### src/hdl/ffla_queue.sv
// Short job queue between front and back
`default_nettype none
module ffla_queue #(
  parameter int WIDTH = 28,
  parameter int DEPTH = 2
) (
  input  wire logic             clk,
  input  wire logic             rst,
  input  wire logic             push,
  input  wire logic [WIDTH-1:0] push_data,
  input  wire logic             pop,
  output logic                  full,
  output logic                  empty,
  output logic      [WIDTH-1:0] head
);
  localparam int PTR_W = $clog2(DEPTH);
  localparam int CNT_W = $clog2(DEPTH + 1);

  logic [WIDTH-1:0] slots [DEPTH];
  logic [PTR_W-1:0] wr_ptr;
  logic [PTR_W-1:0] rd_ptr;
  logic [CNT_W-1:0] count;

  assign full  = count == CNT_W'(DEPTH);
  assign empty = count == '0;
  assign head  = slots[rd_ptr];

  always_ff @(posedge clk) begin
    if (push) begin
      slots[wr_ptr] <= push_data;
    end
  end

  always_ff @(posedge clk) begin
    if (rst) begin
      wr_ptr <= '0;
      rd_ptr <= '0;
      count  <= '0;
    end else begin
      if (push) begin
        wr_ptr <= (wr_ptr == PTR_W'(DEPTH - 1)) ? '0 : wr_ptr + PTR_W'(1);
      end
      if (pop) begin
        rd_ptr <= (rd_ptr == PTR_W'(DEPTH - 1)) ? '0 : rd_ptr + PTR_W'(1);
      end
      count <= count + CNT_W'(push) - CNT_W'(pop);
    end
  end
endmodule
`default_nettype wire

### config.mk
export PLATFORM = sky130hd
export DESIGN_NAME = ffla_queue
export DESIGN_NICKNAME = d
export VERILOG_FILES = /design/src/hdl/ffla_queue.sv
export SDC_FILE = /design/constraint.sdc
export NUM_CORES = 1
export LEC_CHECK = 0
export ABC_AREA = 1
export BUFFER_PORTS_ARGS = -buffer_cell sky130_fd_sc_hd__buf_2
export CORE_UTILIZATION = 55
export CTS_CLUSTER_SIZE = 16
export DETAILED_ROUTE_END_ITERATION = 8
export PLACE_DENSITY = 0.93
export SYNTH_ARGS = -nofsm -noshare
export SYNTH_HDL_FRONTEND = slang
export SYNTH_SLANG_ARGS = --single-unit
export TNS_END_PERCENT = 30
### constraint.sdc
create_clock -name clk -period 4.3 [get_ports clk]
set_input_delay 0.86 -clock clk [delete_from_list [all_inputs] [get_ports clk]]
set_output_delay 0.86 -clock clk [all_outputs]
set_load 0.05 [all_outputs]
==> summary.txt, run 1 <==
status -> completed
post-synth top area cell -> edfxtp_1
Yosys top cell area share -> 71.64%
Iteration-0 DRC Markers -> 47
CP delay by family, top -> flip-flops
first-pass GRT wire length -> 4836 um
post-synthesis cell area -> 0.002347 mm^2
Final Setup Violations -> 0
dpl hpwl -> 2209 um
Clock Tree Buf Depth -> 2
Syn Inst Count -> 118
unrepaired setup endpoints after global routing -> no
Post-DP Area -> 0.002675 mm^2
Final period util -> 62.86%
H-tree level count -> 3
hold crit path type -> reg2reg
Die H -> 67.33 um
first drt pass iteration count -> 4
distinct cell type count after synthesis -> 14
Seq/Total Area, Yosys -> 75.91%
Post-DRT Antenna Nets -> 0
final hold vios -> 0
Synthesized Nets -> 152
HP Start -> rd_ptr$_SDFFE_PP0P_
Synth top cells by count -> 56 x edfxtp_1, 20 x mux2_4, 8 x inv_1, 8 x mux2_2, 8 x nor2_1
most used flip-flop cell after synthesis -> edfxtp_1
CTS buffer count -> 9
Peak VDD IR -> 0.3128 mV
placer congestion estimate -> 0.6300
Clock Skew -> 0.003175 ns
Die ar. -> 0.004533 mm^2
PortBufs -> 61
via count -> 1185
Pins Over Slew Limit -> 0
WP buf/inv -> 1
Hold-fix buffers, CTS -> 0
CP max-delay cell -> dfxtp_2
power density over the cells -> 471.2 mW/mm^2
ys async rst share -> 0%
Layout area overhead -> 20.31%
Pleak -> 0.001157 uW
Antenna diodes -> 0
slowest stage delay, CP -> 0.89 ns
Clock transition at path regs -> 0.06 ns
Worst setup EP type -> output port
CP Cell Sequence -> mux2_2 -> buf_2
die width -> 67.33 um
largest net degree at the start of global routing -> 30
Initial Util -> 57.85%
setup TNS -> 0 ns
TritonCTS clock tree -> yes
CP Max Fanout -> 28
routed len/inst -> 13.61 um
drt total wl -> 3294 um
Reg2Reg Setup Slack -> 2.66 ns
post-route cell area -> 0.002824 mm^2
insertion delay to the later sink of the worst-skew pair -> 0.32 ns
nets -> 222
Root Driver -> clkbuf_8
Via density -> 4.897
antenna violations before repair -> 0
# fillers -> 281
Req. time, crit path -> 3.44 ns
Synth Register Bits -> 61
minimum clock period -> 2.703 ns
CTS Sinks -> 61
syn avg cell area -> 19.89 um^2
Power Total -> 1331 uW
most common cell in the netlist -> edfxtp_1
Resized cells post-CTS -> 0
synth warn -> 0
R2R Path Start -> wr_ptr$_SDFFE_PP0P_
core area -> 0.004058 mm^2
Remaining DRCs -> 0
top cells by area, synth -> edfxtp_1 72%, mux2_4 13%, dfxtp_1 4.3%
number of enable flip-flop cells after synthesis -> 56
kind of critical path -> reg2out
# Post-CTS Setup Buffers -> 0
setup ws final -> 1.597 ns
gr usage total -> 16.13%
WP data arrival -> 1.84 ns
Max Clk Rate -> 370.0 MHz
Setup WS pre-CTS -> 1.909 ns
row count -> 23
vias in the first global route -> 1050
share of cells above drive strength 1 -> 53.65%
Worst-Margin Slew -> 1.128 ns
max_cap viols -> 0
total grt overflow -> 0
relative slew slack -> 24.71%
I/O pin count -> 62
crit path launch type -> register
cell usage in the layout (no fill, tap or decap), drive strengths merged:
cell	Yosys	final
buf	3	62
edfxtp	56	56
mux2	28	28
clkbuf	0	12
inv	8	8
nor2	8	8
dfxtp	5	5
nand2	4	4
clkinv	0	3
ha	2	2
xnor2	1	1
nor3	1	1
a21oi	1	1
nand3	1	1
registers in the layout, summed over array words and instances, names as in the netlist, named ones only:
signal	count
count	2
rd_ptr	1
slots	56
wr_ptr	1
routing by layer:
| metal | up-vias | track usage [%] | wire length (um) |
|---|---|---|---|
| met4 | 0 | 11.97 | 60 |
| met2 | 41 | 23.63 | 1666 |
| met1 | 559 | 19.84 | 1408 |
| met5 | - | 0 | 0 |
| li1 | 578 | - | - |
| met3 | 7 | 5.405 | 158 |
per-stage QoR:
step                      instances  util (%)  hold slack (ns)
after floorplan                 118         -           0.4799
after global routing            242     69.60           0.5527
after CTS                       242     69.60           0.5189
after global placement          227     65.93           0.4914
after detailed placement        227     65.93           0.5036
final                           242     69.60           0.5133
layout make-up:
cell class | instances | area [um^2] | area share (%)
tap | 50 | 62.56 | 2.215
sequential | 61 | 1783 | 63.14
timing repair buffer | 62 | 312.8 | 11.08
inverter | 8 | 30.03 | 1.063
clock inverter | 3 | 13.76 | 0.4874
clock buffer | 12 | 135.1 | 4.785
multi-input combinational | 46 | 486.7 | 17.24
tightest hold or removal path, delay by kind of cell (launching register included):
| kind | cells | cell delay, ns |
|---|---|---|
| xor gates and xnor gates | 1 | 0.09 |
| DFF | 1 | 0.32 |
| and+or+nand+nor | 1 | 0.08 |
where the power goes:
part	internal [uW]	switching, uW
logic	79.0	156
registers	686	22.8
clock network	202	184
total	967	363
cells by family after synthesis:
kind of cell	after synthesis	share of synthesized area, %
DFF	61	75.91
muxes	28	16.63
and+or+nand+nor	14	2.345
buffers and inverters	11	3.465
adders and majority gates	2	1.066
AOI/OAI and AO/OA	1	0.2130
xor gates and xnor gates	1	0.3732
final timing paths:
kind / to / cells after the start
worst max-delay path: head[25] / 2
worst min-delay path: register / 2
worst max register to register: slots[1][5]$_DFFE_PP_ / 2
worst min register to register: register / 2
(Power assumes the default switching activity.)
==> inputs of run 2 (changes only) <==
CORE_UTILIZATION = 46   (was 55)
PLACE_DENSITY = 0.84   (was 0.93)
clock period = 2.2 ns   (was 4.3 ns; I/O delays follow)
==> run 2 against run 1 <==
  * Combinational power up 110%
  * Clock skew rose by 0.0043 ns
  * Via count is 2.1% higher
  * Critical path depth grew 1
  * Global-route usage shrank 1.4 points
  * Largest power group unchanged
  * Clock-buffer cell count is 2 lower
  * Setup slack lost 1.3 ns
  * Critical path type unchanged
  * Design area rose by 4.4%
==> summary.txt, run 2 (synthesis results as in run 1) <==
first-pass GRT wire length -> 5547 um (was 4836 um)
Power Total -> 2869 uW (was 1331 uW)
total grt overflow -> 0 (unchanged)
max_cap viols -> 0 (unchanged)
nets -> 225 (was 222)
gr busiest metal -> met2 (unchanged)
Antenna diodes -> 0 (unchanged)
drt total wl -> 3547 um (was 3294 um)
first drt pass iteration count -> 4 (unchanged)
TritonCTS clock tree -> yes (unchanged)
Remaining DRCs -> 0 (unchanged)
hold crit path type -> in2reg (was reg2reg)
Root Driver -> clkbuf_8 (unchanged)
most frequent cells in the layout -> 61 x buf_2, 56 x edfxtp_1, 20 x mux2_4 (unchanged)
H-tree level count -> 3 (unchanged)
HP Start -> push_data[9] (was rd_ptr$_SDFFE_PP0P_)
Clock transition at path regs -> 0.07 ns (was 0.06 ns)
unrepaired setup endpoints after global routing -> no (unchanged)
Worst setup EP type -> output port (unchanged)
CTS buffer count -> 9 (unchanged)
met2 Track Usage GR -> 23.25% (was 23.63%)
PortBufs -> 61 (unchanged)
Req. time, crit path -> 1.76 ns (was 3.44 ns)
kind of critical path -> reg2out (unchanged)
setup ws final -> 0.2890 ns (was 1.597 ns)
Final Setup Violations -> 0 (unchanged)
routed len/inst -> 13.49 um (was 13.61 um)
Largest Register -> slots (unchanged)
relative slew slack -> 68.76% (was 24.71%)
via count -> 1210 (was 1185)
row count -> 25 (was 23)
Worst-Margin Slew -> 0.4682 ns (was 1.128 ns)
CP Max Fanout -> 15 (was 28)
vias in the first global route -> 1243 (was 1050)
insertion delay to the later sink of the worst-skew pair -> 0.32 ns (about the same)
Max Clk Rate -> 523.3 MHz
power density over the cells -> 972.9 mW/mm^2 (was 471.2 mW/mm^2)
core area -> 0.004817 mm^2 (was 0.004058 mm^2)
Iteration-0 DRC Markers -> 58 (was 47)
Final period util -> 86.86%
largest net degree at the start of global routing -> 23 (was 30)
placer congestion estimate -> 0.6904 (was 0.6300)
hold path cells -> 1 (was 2)
Pleak -> 0.001207 uW (was 0.001157 uW)
most common cell after layout, fill and taps aside -> buf_2 (unchanged)
Via density -> 4.601 (was 4.897)
share of cells above drive strength 1 -> 55.10% (was 53.65%)
gr usage total -> 14.69% (was 16.13%)
Worst Hold End -> slots[0][9]$_DFFE_PP_
WP data arrival -> 1.47 ns (was 1.84 ns)
R2R Path Start -> count[0]$_SDFF_PP0_ (was wr_ptr$_SDFFE_PP0P_)
Reg2Reg Setup Slack -> 0.89 ns (was 2.66 ns)
Inst Count DP -> 247 (was 227)
reg-to-reg endpoint -> count[1]$_SDFF_PP0_ (was slots[1][5]$_DFFE_PP_)
Resized cells post-CTS -> 0 (unchanged)
minimum clock period -> 1.911 ns
antenna violations before repair -> 0 (unchanged)
Clock Tree Buf Depth -> 2 (unchanged)
R2R depth -> 8 (was 2)
met1 usage -> 17.28% (was 19.84%)
final hold vios -> 0 (unchanged)
Setup WS pre-CTS -> 0.6068 ns (was 1.909 ns)
Largest register FFs -> 56 (unchanged)
crit path launch type -> register (unchanged)
CTS Sinks -> 61 (unchanged)
Initial Util -> 48.73% (was 57.85%)
dpl hpwl -> 2513 um (was 2209 um)
status -> completed (unchanged)
Peak VDD IR -> 0.6990 mV (was 0.3128 mV)
Die H -> 73.44 um (was 67.33 um)
final std cells w/o fill -> 263 (was 242)
die width -> 73.44 um (was 67.33 um)
Post-DRT Antenna Nets -> 0 (unchanged)
Clock Skew -> 0.007505 ns (was 0.003175 ns)
I/O pin count -> 62 (unchanged)
Pins Over Slew Limit -> 0 (unchanged)
Die ar. -> 0.005393 mm^2 (was 0.004533 mm^2)
Hold-fix buffers, CTS -> 0 (unchanged)
fin util -> 61.22% (was 69.60%)
setup TNS -> 0 ns (unchanged)
met3 Track Usage GR -> 4.801% (was 5.405%)
# Post-CTS Setup Buffers -> 0 (unchanged)
Layout area overhead -> 25.64% (was 20.31%)
largest registers -> slots (56), count (2) (unchanged)
==> run 2: how the worst max path moves through the flow <==
stage                             to  slack (ns)  depth (start not counted)
2_1_floorplan  slots[0][0]$_DFFE_PP_        0.12                          2
3_3_place_gp                 head[1]        0.63                          3
3_5_place_dp                 head[1]        0.61                          3
4_1_cts                      head[1]        0.25                          3
5_1_grt                      head[6]        0.22                          3
6_report                     head[1]        0.29                          3
==> run 2: report_power, final <==
part	switching [uW]	total (uW)	internal, uW
combinational	335	499	164
sequential	19.4	1360	1340
clock	385	1010	626
==> run 2: critical path: stages (launching register included) <==
cell     delay [ns]
dfxtp_2        0.33
buf_4          0.27
mux2_4         0.34
buf_2          0.21
==> run 2: area by class of cell <==
| cell class | count | area (um^2) |
|---|---|---|
| fillers | 374 | 1868 |
| flip-flops and latches | 61 | 1783 |
| multi-input cells | 46 | 486.7 |
| repair buffers | 65 | 360.3 |
| clock buffers | 10 | 127.6 |
| well taps | 67 | 83.83 |
| clock inverters | 6 | 77.57 |
| inverters | 8 | 30.03 |
==> run 2: per-layer routing <==
metal	share of wire, %	routed length, um
met5	0	0
met3	4.9	174
met1	43	1525
met4	1.8	65
met2	50	1782
==> run 2: per-stage QoR <==
stage	area, um^2	hold slack [ns]
floorplan	2347	0.4799
global placement	2744	0.4969
detailed placement	2744	0.5126
CTS	2949	0.2868
global route	2949	0.2826
finish	2949	0.3080
