File: src/hdl/ffla_pkg.sv
// Shared types and codes of the first-fit line allocator
`default_nettype none
package ffla_pkg;

  localparam logic CMD_ALLOC = 1'b0;
  localparam logic CMD_FREE  = 1'b1;

  typedef enum logic [1:0] {
    ST_OK   = 2'd0,
    ST_ZERO = 2'd1,
    ST_OOM  = 2'd2,
    ST_BAD  = 2'd3
  } status_t;

  typedef struct packed {
    logic        command;
    logic [31:0] request_bytes;
    logic [31:0] release_address;
  } request_t;

  typedef struct packed {
    logic [31:0] payload_address;
    status_t     status;
  } result_t;

  typedef enum logic [1:0] {
    JOB_DONE  = 2'd0,
    JOB_ALLOC = 2'd1,
    JOB_FREE  = 2'd2
  } job_kind_t;

  typedef enum logic [3:0] {
    B_CLEAR, B_IDLE, B_WALK, B_FIT, B_HDR, B_APPEND,
    B_FCHK, B_FREAD, B_MNEXT, B_MEVAL, B_FWR, B_DONE
  } back_state_t;

  typedef struct packed {
    logic clearing;
  } back_status_t;

endpackage
`default_nettype wire

File: src/hdl/ffla_front.sv
// Front end: classifies a request and settles the trivial cases
`default_nettype none
module ffla_front #(
  parameter int HEAP_LINES = 4096,
  parameter int LINE_BYTES = 64
) (
  input  wire ffla_pkg::request_t                request,
  input  wire logic [32-$clog2(LINE_BYTES):0]    base_line,
  output ffla_pkg::job_kind_t                    kind,
  output ffla_pkg::status_t                      status,
  output logic [$clog2(HEAP_LINES)-1:0]          need,
  output logic [$clog2(HEAP_LINES)-1:0]          line
);
  localparam int LB_SHIFT = $clog2(LINE_BYTES);
  localparam int LN_W     = $clog2(HEAP_LINES);
  localparam int AL_W     = 32 - LB_SHIFT;
  localparam int BL_W     = AL_W + 1;

  logic [BL_W-1:0] need_full;
  logic [AL_W-1:0] a_line;
  logic [BL_W-1:0] h_full;
  logic            low_bad;
  logic            below;
  logic            far;

  assign need_full = BL_W'(request.request_bytes[31:LB_SHIFT])
                   + BL_W'(|request.request_bytes[LB_SHIFT-1:0]);
  assign a_line  = request.release_address[31:LB_SHIFT];
  assign low_bad = |request.release_address[LB_SHIFT-1:0];
  assign below   = BL_W'(a_line) <= base_line;
  assign h_full  = BL_W'(a_line) - base_line - BL_W'(1);
  assign far     = h_full >= BL_W'(HEAP_LINES);

  always_comb begin
    kind   = ffla_pkg::JOB_DONE;
    status = ffla_pkg::ST_OK;
    need   = need_full[LN_W-1:0];
    line   = h_full[LN_W-1:0];
    if (request.command == ffla_pkg::CMD_ALLOC) begin
      if (request.request_bytes == 32'd0) begin
        status = ffla_pkg::ST_ZERO;
      end else if (need_full >= BL_W'(HEAP_LINES)) begin
        status = ffla_pkg::ST_OOM;
      end else begin
        kind = ffla_pkg::JOB_ALLOC;
      end
    end else begin
      if (request.release_address == 32'd0) begin
        status = ffla_pkg::ST_OK;
      end else if (below || low_bad || far) begin
        status = ffla_pkg::ST_BAD;
      end else begin
        kind = ffla_pkg::JOB_FREE;
      end
    end
  end
endmodule
`default_nettype wire

File: config.mk
export PLATFORM = sky130hd
export DESIGN_NAME = ffla_front
export DESIGN_NICKNAME = d
export VERILOG_FILES = /design/src/hdl/ffla_pkg.sv /design/src/hdl/ffla_front.sv
export SDC_FILE = /design/constraint.sdc
export NUM_CORES = 1
export LEC_CHECK = 0
export BUFFER_PORTS_ARGS = -buffer_cell sky130_fd_sc_hd__buf_4
export CAP_MARGIN = 20
export CORE_MARGIN = 2
export CORE_UTILIZATION = 50
export DETAILED_ROUTE_END_ITERATION = 8
export PLACE_DENSITY_LB_ADDON = 0.25
export RECOVER_POWER = 100
export SETUP_SLACK_MARGIN = 0.2
export SYNTH_ARGS = -nofsm -noshare
export SYNTH_HDL_FRONTEND = slang
export SYNTH_SLANG_ARGS = --single-unit
File: constraint.sdc
create_clock -name vclk -period 10.03
set_input_delay 1.5045 -clock vclk [all_inputs]
set_output_delay 1.5045 -clock vclk [all_outputs]
set_load 0.05 [all_outputs]
==> run metrics, run 1 <==
seq_cells 0; fraction of synthesized cell area in xor and xnor cells 0.09767; GRT overflow 0; max_cap viols 0; area occupied by registers 0 um2; setup violators final 0; Arrival @ worst endpoint 4810 ps; mux contribution to synthesized area 0.01535; min cycle time layout 6312 ps; port bufs 120; commonest non-fill, non-tap cells in the layout 95 x buf_4, 41 x inv_1, 37 x nand2_1; Critical Path Start request[12]; capturing element type of the critical path output port; PD cells 69.43 nW/um2; status completed; Initial Utilization 0.5234; Detail Route Antenna Nets 0; post-synthesis adder-cell area fraction 0.1423; initial antenna violation count 0; sequential fraction of the synthesis area 0; Pins Over Slew Limit 0; critical path capture point kind[1]; hold crit path type in -> out; Final Hold Fails 0; Vias/cell 6.168; post-synth net total 532; Lkg Pwr 1.513 nW; Die X 77.35 um; required time worst endpoint 8530 ps; Initial DRC Count 237; first-pass GRT wire length 14.93 mm; Initial DRT Pass Iterations 5; clock buffer count 0; main combinational cell family by area after synthesis simple AND/OR/NAND/NOR gates; routability congestion estimate 0.9254; Peak Freq 158.4 MHz; Syn-to-layout area delta 28.98%; fin crit share 0.6293; core area 5140 um2; WL/cell 15.42 um; hold buffers post-CTS 0; Nets 638; Post-CTS Setup Inserts 0; final wirelength 9.008 mm; hold slack 3454 ps; CTS resizes 0; Slew headroom 0.4102; Worst-Margin Slew 876.6 ps; post-synthesis compound-gate area fraction 0.3167; WS Path Type in -> out; Setup crit start kind primary input; Netlist cell types 63; chip height 77.35 um; I/O Pins 120; share of layout cells above drive strength 1 0.2160; row cnt 26; commonest non-fill, non-tap cell in the layout buf_4; n_diodes 0; RSZ-0062 raised after global routing no; Max VDD drop 68.06 uV; TNS Setup 0 ps; synth warn 0; Remaining DRCs 0; Mapped Area 2690 um2; Post-Syn Instances 410; global-route total usage across every layer 0.2915; number of global-route vias before repair 3217; worst-path maximum fanout 7; full die area 5983 um2; Avg Inst Size Synth 6.561 um2; largest net degree at the start of global routing 14; hpwl dp 7.704 mm; DR vias 3602; Simple-Gate Fraction of Synth Area 0.3312
[report_power, final]
| group | total, mW | internal (mW) | switching [mW] |
|---|---|---|---|
| sequential | 0 | 0 | 0 |
| combinational | 0.241 | 0.0850 | 0.156 |
| clock | 0 | 0 | 0 |
[logic make-up (layout without fill, tap and decap cells)]
| family | Yosys count | after routing |
|---|---|---|
| xor+xnor | 30 | 30 |
| compound gates | 122 | 122 |
| fa+ha+maj | 30 | 30 |
| buf+inv | 57 | 161 |
| simple gates | 167 | 167 |
| mux | 4 | 4 |
[synthesized netlist by cell type (4+ instances only)]
cell type / count / area share
a21o_1: 6 / 0.017
nand4_1: 21 / 0.049
xnor2_1: 19 / 0.062
nand2b_1: 4 / 0.0093
inv_1: 41 / 0.057
o21a_1: 8 / 0.022
nor4_1: 23 / 0.053
buf_2: 7 / 0.013
ha_1: 29 / 0.13
o211ai_1: 6 / 0.017
nand2_1: 37 / 0.052
nor3_1: 9 / 0.017
and3_1: 4 / 0.0093
xor2_1: 11 / 0.036
o31ai_1: 4 / 0.011
o21ai_1: 4 / 0.0074
nor2_1: 29 / 0.040
o21ai_0: 18 / 0.033
a21oi_1: 35 / 0.065
buf_6: 4 / 0.017
a2111oi_0: 5 / 0.016
nand3_1: 18 / 0.033
[layout make-up]
| class | instances | area [um2] |
|---|---|---|
| inverter | 41 | 153.9 |
| timing repair buffer | 120 | 807.0 |
| tap | 70 | 87.58 |
| multi-input combinational | 353 | 2421 |
| fill | 505 | 1670 |
[worst min-delay path by stage]
stage / start / end / slack (ps) / cells after the start
floorplan: request[40] / need[2] / 3280 / 1
global placement: request[46] / need[8] / 3350 / 3
detailed placement: request[46] / need[8] / 3350 / 3
CTS: request[46] / need[8] / 3350 / 3
global route: request[45] / need[7] / 3470 / 3
finish: request[46] / need[8] / 3450 / 3
[through the flow]
step	power (mW)	cells	setup WS (ps)	instance area (um2)	util
finish	0.2409	584	3718	3470	0.6750
CTS	0.2491	584	3874	3572	0.6950
detailed placement	0.2483	584	3875	3572	0.6950
global route	0.2594	584	3505	3470	0.6750
floorplan	0.1693	410	3880	2690	-
global placement	0.2467	584	3957	3572	0.6950
[worst max-delay path: stages]
cell and delay [ps]:
buf_4 110, ha_1 420, nand4_1 260, a2111oi_0 550, a211oi_1 210, o21ai_0 420
xor2_1 120, a2111o_1 390, or4_1 420, nor4_2 150, buf_4 240
[metal layers]
metal / global-route usage / vias up / part of all wire
li1: - / 1758 / -
met1: 0.4186 / 1650 / 0.45
met2: 0.4983 / 185 / 0.47
met3: 0.02093 / 9 / 0.077
met4: 0.01786 / 0 / 0.0057
met5: 0 / - / 0
Power figures use the tool's default switching activity.
==> run 2, diff against run 1 <==
--- a/config.mk
+++ b/config.mk
@@ -5,10 +5,11 @@
 export SDC_FILE = /design/constraint.sdc
 export NUM_CORES = 1
 export LEC_CHECK = 0
+export ABC_AREA = 1
 export BUFFER_PORTS_ARGS = -buffer_cell sky130_fd_sc_hd__buf_4
 export CAP_MARGIN = 20
 export CORE_MARGIN = 2
-export CORE_UTILIZATION = 50
+export CORE_UTILIZATION = 49
 export DETAILED_ROUTE_END_ITERATION = 8
 export PLACE_DENSITY_LB_ADDON = 0.25
 export RECOVER_POWER = 100
==> constraint.sdc (replaced) <==
create_clock -name vclk -period 5.77
set_input_delay 0.8655 -clock vclk [all_inputs]
set_output_delay 0.8655 -clock vclk [all_outputs]
set_load 0.05 [all_outputs]
==> run metrics, run 2 <==
met3 WL 682 um (-1.2%); sequential fraction of the synthesis area 0 (unchanged); area occupied by registers 0 um2 (unchanged); Detail Route Antenna Nets 0 (unchanged); Mapped Area 3456 um2 (+28%); CP peak stage delay 480 ps (-70 ps); max_cap viols 0 (unchanged); Die X 87.98 um (+14%); hold buffers post-CTS 0 (unchanged); Setup crit start kind primary input; seq_cells 0 (unchanged); Initial DRT Pass Iterations 5 (unchanged); Commonest cells post-synth 267 x nand2_1, 158 x inv_1, 82 x nor2_1; Max VDD drop 49.00 uV (-28%); worst min-delay path endpoint need[9]; Vias/cell 5.083 (-18%); share of the synthesized area in the top cell type 0.2900 (+0.1551); Netlist cell types 32 (-49%); Cell Area, Placed 4477 um2 (+25%); n_diodes 0 (unchanged); Initial DRC Count 306 (+29%); commonest non-fill, non-tap cell in the layout nand2_1; required time worst endpoint 4900 ps (-3630 ps); worst hold path depth 3 (unchanged); most used cell, CP nand2_1; Post-Place Setup Slack 1737 ps (-2138 ps); fin crit share 0.7603; PD cells 101.3 nW/um2 (+46%); number of global-route vias before repair 4257 (+32%); Initial Utilization 0.5087 (-0.01471); post-synth net total 842 (+58%); Slew headroom 0.5911 (+0.1809); largest net degree at the start of global routing 8 (-6); clock buffer count 0 (unchanged); WL met2 5.670 mm (+33%); status completed; setup violators final 0 (unchanged); worst-path maximum fanout 4 (-3); hold crit path type in -> out; synth warn 0 (unchanged); commonest non-fill, non-tap cells in the layout 268 x nand2_1, 158 x inv_1, 96 x buf_4; Post-Syn Instances 720 (+76%); final wirelength 11.38 mm (+26%); port bufs 120 (unchanged); M1 WL 4.831 mm (+20%); min cycle time layout 4387 ps; global-route total usage across every layer 0.2922 (+0.0006959); Largest delay share family, worst path simple AND/OR/NAND/NOR gates; CP cell instances buf_4 -> inv_1 -> ha_1 -> inv_1 -> fa_1 -> inv_1 -> nand2_1 -> nand2_1 -> nand3_1 -> nand2_1 -> nand2_1 -> nand3_1 -> nand2_1 -> nor2_1 -> nand2_1 -> nor2_1 -> nand2_1 -> nor2_1 -> nand3_1 -> nor2_1 -> clkbuf_1; Pins Over Slew Limit 0 (unchanged); CTS resizes 0 (unchanged); worst path bufs/invs 5 (+3); final worst slack 1383 ps (-2335 ps); Worst-Margin Slew 615.9 ps (-260.7 ps); core area 6794 um2 (+32%); first-pass GRT wire length 18.48 mm (+24%); Peak Freq 227.9 MHz; GRT overflow 0 (unchanged); Arrival @ worst endpoint 3520 ps (-1290 ps); share of layout cells above drive strength 1 0.1512 (-0.06476); Fillers 727 (+44%); Nets 964 (+51%); Final Hold Fails 0 (unchanged); routability congestion estimate 0.9505 (+2.7%); Remaining DRCs 0 (unchanged); I/O Pins 120 (unchanged); full die area 7740 um2 (+29%); CP max-delay cell clkbuf_1; post-synth top area cell nand2_1; Design Area, Final 4372 um2 (+26%); hpwl dp 10.30 mm (+34%); count leader, synth nand2_1; Post-CTS Setup Inserts 0 (unchanged); final core occ 0.6435 (-0.03156); Avg Inst Size Synth 4.800 um2 (-27%); RSZ-0062 raised after global routing no; row cnt 30 (+15%); Top Layer Used met4; capturing element type of the critical path output port; WL/cell 12.16 um (-21%); Lkg Pwr 2.670 nW (+76%); Synth area leaders nand2_1 29%, inv_1 17%, ha_1 10%; Worst Hold Launch request[47]; TNS Setup 0 ps (unchanged); Syn-to-layout area delta 26.50%; WS Path Type in -> out; hold slack 2185 ps (-1269 ps); initial antenna violation count 0 (unchanged); DR vias 4758 (+32%); chip height 87.98 um (+14%)
==> run 2: cell types whose count changed after synthesis, sizes merged, moves of 6 or more <==
cell / delta
nand2: +239
nor2: +62
o21a: -8
a21oi: -20
nor4: -9
nand3: +39
xnor2: -16
a21o: -6
a2111oi: -6
o21ai: -19
inv: +119
buf: -13
==> run 2: routing by layer <==
metal	track usage	up-vias
met5	0	-
met3	0.007540	22
met2	0.5496	179
met1	0.3783	2091
met4	0.03916	0
li1	-	2466
==> run 2: report_power, final <==
part / internal (mW) / total [mW] / switching (mW)
registers: 0 / 0 / 0
clock network: 0 / 0 / 0
logic: 0.147 / 0.443 / 0.296
==> run 2: layout make-up <==
type                            instances  area [um2]  area share
Tap cell                               96       120.1     0.02748
Inverter                              162       608.1      0.1391
Timing Repair Buffer                  120       810.8      0.1855
Multi-Input combinational cell        558        2833      0.6480
==> run 2: kinds of logic after synthesis <==
group,after synthesis,share of synthesized area
AOI/OAI and AO/OA,29,0.04815
xor gates and xnor gates,19,0.04815
adders and majority gates,30,0.1108
buffers and inverters,162,0.1760
and+or+nand+nor,480,0.6170
==> run 2: how the worst max path moves through the flow <==
stage	endpoint	from	cells after the start	slack [ps]
after CTS	kind[1]	base_line[0]	21	1740
after global placement	status[1]	base_line[0]	22	1800
after floorplan	kind[1]	base_line[0]	15	1700
final	kind[1]	base_line[0]	21	1380
after detailed placement	kind[1]	base_line[0]	21	1740
after global routing	kind[1]	base_line[0]	21	1080
==> run 2: per-stage QoR <==
| step | power, mW | std cells |
|---|---|---|
| global placement | 0.4455 | 936 |
| floorplan | 0.3001 | 720 |
| finish | 0.4430 | 936 |
| detailed placement | 0.4528 | 936 |
| global route | 0.4889 | 936 |
| CTS | 0.4544 | 936 |
==> run 2: tightest hold or removal path, stage by stage <==
cell and delay (ps):
buf_4 100, xnor2_1 60, clkbuf_1 290
